===== src/hdl/asp_pkg.sv =====
package asp_pkg;

   // request function codes
   localparam logic [1:0] FUNC_WRITE  = 2'd0;
   localparam logic [1:0] FUNC_TICK   = 2'd1;
   localparam logic [1:0] FUNC_RENDER = 2'd2;

   // address scrambling masks
   localparam logic [12:0] BMP_KEEP_MASK = 13'h181F;
   localparam logic [12:0] BMP_LINE_MASK = 13'h0700;
   localparam logic [12:0] BMP_ROW_MASK  = 13'h00E0;
   localparam logic [12:0] ATT_BASE      = 13'h1800;
   localparam logic [12:0] ATT_COL_MASK  = 13'h001F;
   localparam logic [12:0] ATT_ROW_MASK  = 13'h1F00;

   // colour levels
   localparam logic [7:0] LEVEL_NORMAL = 8'hCC;
   localparam logic [7:0] LEVEL_BRIGHT = 8'hFF;

   // attribute bit positions
   localparam int unsigned ATTR_BRIGHT_BIT = 6;
   localparam int unsigned ATTR_FLASH_BIT  = 7;
   localparam int unsigned FRAME_FLASH_BIT = 4;

   typedef enum logic [1:0] {
      ST_IDLE,
      ST_RD_BMP,
      ST_RD_ATT,
      ST_CALC
   } state_type;

   // commands from controller to datapath
   typedef struct packed {
      logic wr_en;
      logic tick;
      logic cap_req;
      logic rd_en;
      logic rd_att;
      logic cap_bits;
      logic load_rsp;
   } cmd_type;

   // colour index to packed rgb: bit 0 blue, bit 1 red, bit 2 green
   function automatic logic [23:0] index_to_rgb(input logic [2:0] idx, input logic bright);
      logic [7:0]  level;
      logic [23:0] rgb;
      level = bright ? LEVEL_BRIGHT : LEVEL_NORMAL;
      rgb   = '0;
      if (idx[0]) rgb[7:0]   = level;
      if (idx[1]) rgb[23:16] = level;
      if (idx[2]) rgb[15:8]  = level;
      return rgb;
   endfunction

endpackage


===== src/hdl/asp_ctrl.sv =====
module asp_ctrl
   import asp_pkg::*;
(
   input  logic       clock,
   input  logic       reset,
   input  logic       req_valid,
   output logic       req_ready,
   input  logic [1:0] req_func,
   output logic       rsp_valid,
   input  logic       rsp_ready,
   output cmd_type    cmd
);

   state_type state_ff, state_in;
   logic      rsp_valid_ff, rsp_valid_in;
   logic      accept;
   logic      rsp_free;

   assign accept   = req_valid && (state_ff == ST_IDLE);
   assign rsp_free = !rsp_valid_ff || rsp_ready;

   // next state
   always_comb begin
      state_in = state_ff;
      unique case (state_ff)
         ST_IDLE: begin
            if (accept && req_func == FUNC_RENDER) state_in = ST_RD_BMP;
         end
         ST_RD_BMP: state_in = ST_RD_ATT;
         ST_RD_ATT: state_in = ST_CALC;
         ST_CALC: begin
            if (rsp_free) state_in = ST_IDLE;
         end
         default: state_in = ST_IDLE;
      endcase
   end

   // datapath commands
   always_comb begin
      cmd       = '0;
      req_ready = 1'b0;
      unique case (state_ff)
         ST_IDLE: begin
            req_ready   = 1'b1;
            cmd.wr_en   = accept && req_func == FUNC_WRITE;
            cmd.tick    = accept && req_func == FUNC_TICK;
            cmd.cap_req = accept && req_func == FUNC_RENDER;
         end
         ST_RD_BMP: begin
            cmd.rd_en  = 1'b1;
            cmd.rd_att = 1'b0;
         end
         ST_RD_ATT: begin
            cmd.rd_en    = 1'b1;
            cmd.rd_att   = 1'b1;
            cmd.cap_bits = 1'b1;
         end
         ST_CALC: begin
            cmd.load_rsp = rsp_free;
         end
         default: begin
            cmd = '0;
         end
      endcase
   end

   // response valid flag
   always_comb begin
      rsp_valid_in = rsp_valid_ff;
      if (rsp_ready) rsp_valid_in = 1'b0;
      if (cmd.load_rsp) rsp_valid_in = 1'b1;
   end

   always_ff @(posedge clock) begin
      if (reset) begin
         state_ff     <= ST_IDLE;
         rsp_valid_ff <= 1'b0;
      end else begin
         state_ff     <= state_in;
         rsp_valid_ff <= rsp_valid_in;
      end
   end

   assign rsp_valid = rsp_valid_ff;

endmodule


===== config.mk =====
export PLATFORM = sky130hd
export DESIGN_NAME = asp_ctrl
export DESIGN_NICKNAME = d
export VERILOG_FILES = /design/src/hdl/asp_pkg.sv /design/src/hdl/asp_ctrl.sv
export SDC_FILE = /design/constraint.sdc
export NUM_CORES = 1
export LEC_CHECK = 0
export BUFFER_PORTS_ARGS = -buffer_cell sky130_fd_sc_hd__buf_2
export CORE_AREA = 2 2 39 41
export CTS_BUF_LIST = sky130_fd_sc_hd__clkbuf_2 sky130_fd_sc_hd__clkbuf_4 sky130_fd_sc_hd__clkbuf_8
export DETAILED_ROUTE_END_ITERATION = 8
export DIE_AREA = 0 0 41 43
export PLACE_DENSITY_LB_ADDON = 0.25
export SYNTH_ARGS = -nofsm -noshare
export SYNTH_HDL_FRONTEND = slang
export SYNTH_SLANG_ARGS = --single-unit

===== constraint.sdc =====
create_clock -name clock -period 1.7 [get_ports clock]
set_clock_uncertainty 0.05 [all_clocks]
set_input_delay 0.17 -clock clock [delete_from_list [all_inputs] [get_ports clock]]
set_output_delay 0.17 -clock clock [all_outputs]
set_load 0.05 [all_outputs]

== After elaboration in Yosys (flattened, before gate mapping) ==
Index checks and enable logic that the tools add are counted.
Storage, ports and cells
  bits in registers: 3
  bits in latches: 0
  RAM bits: 0
  memory bits (read-only): 0
  input bits: 6
  output and inout bits: 9
  memories: 0
Cells by class
  add/sub/neg operators: 0
  multipliers: 0
  divide/modulo/power cells: 0
  magnitude comparators: 0
  equality and inequality tests: 7
  shift-type cells: 0
  mux-type cells: 10
  bitwise gates (word level): 0
  reductions and logical operators: 10
Operator list (number)
  $pmux W2 S4: 1
  $eq A2 B2 Y1 const B: 3
  $mux W1: 5
  $eq A2 B1 Y1 const B: 2
  $logic_and A1 B1 Y1: 4
  $logic_not A2 Y1: 2
  $mux W2: 2
  $pmux W2 S2: 1
  $mux W3: 1
  $ne A2 B1 Y1 const B: 1
  $ne A2 B2 Y1 const B: 1
  $reduce_and A2 Y1: 1
  $reduce_bool A2 Y1: 1
  $logic_not A1 Y1: 1
  $logic_or A1 B1 Y1: 1

== Logic depth before layout (Yosys ltp) ==
  word-level depth: 5
  gate-level depth with buffers: 5
  depth with buffers taken out: 5

== Least setup slack after synthesis ==
No wires, ideal clock.
  kind: reg-to-output
  start point: reg state_ff[0]
  end point: out cmd[5] in the netlist's numbering
  data arrival time: 2.250 ns
  data required time: 1.480 ns
  path slack: -0.770 ns
  cell stages (with the launch flop): 5
  buffers on the path: 0
  cell sequence: dfxtp_1 inv_1 ha_1 nand2_1 nor3b_1
RTL lines
  start, declared: line asp_ctrl.sv:14  | state_type state_ff, state_in;
  start signal, assigned: line asp_ctrl.sv:79  | state_ff <= state_in;
  end, declared: line asp_ctrl.sv:11  | output cmd_type cmd

==> run summary <==
Total GRT Usage -> 0.0682
Most common cell after layout, fill and taps aside -> buf_2
Wirelength per Cell -> 8.67 µm
Int Power -> 0.303 mW
FILL cells -> 161
Sw frac -> 0.508
Slew HR -> 0.822
Tmin final -> 1.59 ns
Crit Path Max Fanout -> 5
Synth Register Bits -> 3
DRC -> 0
N_diodes -> 0
Root Buffer -> clkbuf_4
Mapped Cells -> 26
Maximum buffer depth of the clock tree -> 2
Critical path endpoint category -> primary output
Number of iterations in the first detailed-routing pass -> 2
Yosys cell types -> 16
Syn_area_per_cell -> 9.05 µm²
Detail Route Antenna Nets -> 0
Largest net degree at the start of global routing -> 6
Cts hold-fix bufs -> 0
Sequential share of power -> 0.157
Die Height -> 43 µm
WL final -> 494 µm
Proportion of layout cells with a drive suffix above 1 -> 0.561
Vias in the first global route -> 184
Initial Utilization -> 0.170
Global-route wire length before repair -> 717 µm
Status -> complete, no violations
Layout area overhead -> 57.4%
Finished Layout Cells -> 57
FF+latch area -> 60.1 µm²
Crit. Startpoint -> state_ff[0]$_SDFFE_PP0P_
Die width -> 41 µm
Final Cycle Share -> 0.938
Routed vias/inst -> 3.84
Max-Cap Viols -> 0
CTS tree -> done
Final setup fails -> 0
Mapped Nets -> 35
DP Wirelength -> 397 µm
Least-Margin Pin Slew -> 0.265 ns
PwrDens -> 1670 mW/mm²
P_leak -> 0.191 nW
GPL Wtd Cong -> 0.632
P_sw -> 0.313 mW
Reg2reg end -> state_ff[0]$_SDFFE_PP0P_
Origin of the critical flop-to-flop path -> state_ff[0]$_SDFFE_PP0P_
CP Class -> reg2out
Slew Limit Fails -> 0
TritonCTS buffer count -> 3
Most frequent cells in the layout -> buf_2, clkbuf_4, inv_1, dfxtp_1
Clock Latency Late Sink -> 0.24 ns
PortBufs -> 14
Min-Delay Path Class -> in2reg
RSZ-0062 raised after global routing -> false
Dpl cells -> 53
FP Rows -> 14
CP Data Arrival Time -> 1.37 ns
Setup TNS -> 0 ns
Ys Warns -> 0
Area occupied by multi-input gates -> 176 µm²
Register clock-pin slew on the reported worst setup and hold paths -> 0.03 ns
CP Launch Type -> flop
Clock power frac -> 0.232
Top Ports -> 15
Gr ovfl total -> 0
Sequential share of the synthesized area -> 0.255
DR iter-0 viols -> 2
Num Clock Sinks -> 3
Worst Setup EP -> cmd[5]
DIE AREA -> 0.00176 mm²
Max IR drop VDD -> 0.620 mV
Core Region -> 0.00138 mm²
Max Clk Rate -> 627 MHz
Reg-to-reg slack, setup -> 0.38 ns
Comb pwr share -> 0.612
Setup repair bufs after CTS -> 0
H-tree depth -> 1
Final #Nets -> 51
Hold Vio Cnt, Final -> 0
Critical Path RT -> 1.48 ns
Post-Synthesis Cell Area -> 235 µm²
Initial antenna violation count -> 0
Worst r2r path cells -> 5
Detailed-route via count -> 219
==> per-layer routing <==
layer | GRT usage | wire length [µm] | up-vias | part of all wire
met4 | 0.0400 | 0 | 0 | 0
met3 | 0.0785 | 58 | 0 | 0.12
li1 | - | - | 114 | -
met5 | 0 | 0 | - | 0
met2 | 0.0750 | 221 | 13 | 0.45
met1 | 0.0737 | 214 | 92 | 0.43
==> power groups by stage <==
stage	registers, mW	logic, mW	clock network, mW
after floorplan	0.0989	0.347	0
after global placement	0.0985	0.379	0
after detailed placement	0.0986	0.377	0
after CTS	0.0974	0.379	0.149
after global routing	0.0983	0.398	0.157
final	0.0968	0.377	0.143
==> repair_timing <==
item,CTS,global route
hold endpoints to repair,0,0
setup endpoints to repair,0,1
resized for setup,0,2
==> state kept, by name (all words and copies together) (netlist names) <==
register	flops
state_ff	2
rsp_valid	1
==> how the worst min path moves through the flow <==
stage / cells after the start / to / startpoint / slack [ns]
floorplan: 1 / state_ff[0]$_SDFFE_PP0P_ / reset / 0.18
global placement: 2 / state_ff[0]$_SDFFE_PP0P_ / reset / 0.34
detailed placement: 2 / state_ff[0]$_SDFFE_PP0P_ / reset / 0.34
CTS: 2 / state_ff[0]$_SDFFE_PP0P_ / reset / 0.09
global route: 2 / state_ff[0]$_SDFFE_PP0P_ / reset / 0.1
finish: 2 / state_ff[0]$_SDFFE_PP0P_ / reset / 0.10
==> logic make-up after synthesis <==
family          count (synthesis)  synth area share
mux                             1            0.0426
compound gates                  3             0.122
buf+inv                         6             0.144
flops                           3             0.255
fa+ha+maj                       3             0.160
simple gates                   10             0.277
==> worst max-delay path: stages, from the launching register on <==
cell and delay (ns):
dfxtp_1 0.30, inv_1 0.14, ha_4 0.18, nand2_1 0.12
nor3b_4 0.18, buf_4 0.22
==> cell usage after synthesis (all sizes together) <==
| cell | instances | area (µm²) |
|---|---|---|
| mux2i | 1 | 10.0 |
| dfxtp | 3 | 60.1 |
| a211oi | 2 | 20.0 |
| a22o | 1 | 8.76 |
| ha | 3 | 37.5 |
| nor2 | 2 | 7.51 |
| inv | 3 | 11.3 |
| nor3b | 1 | 7.51 |
| nand4b | 1 | 8.76 |
| nor3 | 1 | 5.00 |
| nor2b | 2 | 20.0 |
| nand2 | 1 | 3.75 |
| nand2b | 2 | 12.5 |
| buf | 3 | 22.5 |
==> cell type report <==
cell class / instances / area share
multi-input cells: 17 / 0.476
repair buffers: 14 / 0.196
clock buffers: 4 / 0.0811
well taps: 16 / 0.0541
flip-flops and latches: 3 / 0.162
inverters: 3 / 0.0304
==> per-stage QoR <==
step | instance area [µm²] | total power, mW | setup slack (ns) | hold slack [ns] | utilization
2_1_floorplan | 270 | 0.446 | 0.125 | 0.185 | -
5_1_grt | 370 | 0.653 | 0.0206 | 0.0971 | 0.268
3_5_place_dp | 338 | 0.476 | 0.289 | 0.339 | 0.244
6_report | 370 | 0.617 | 0.105 | 0.102 | 0.268
3_3_place_gp | 338 | 0.478 | 0.295 | 0.338 | 0.244
4_1_cts | 368 | 0.625 | 0.0340 | 0.0908 | 0.266
No activity file was read; power rests on OpenSTA's default activity.
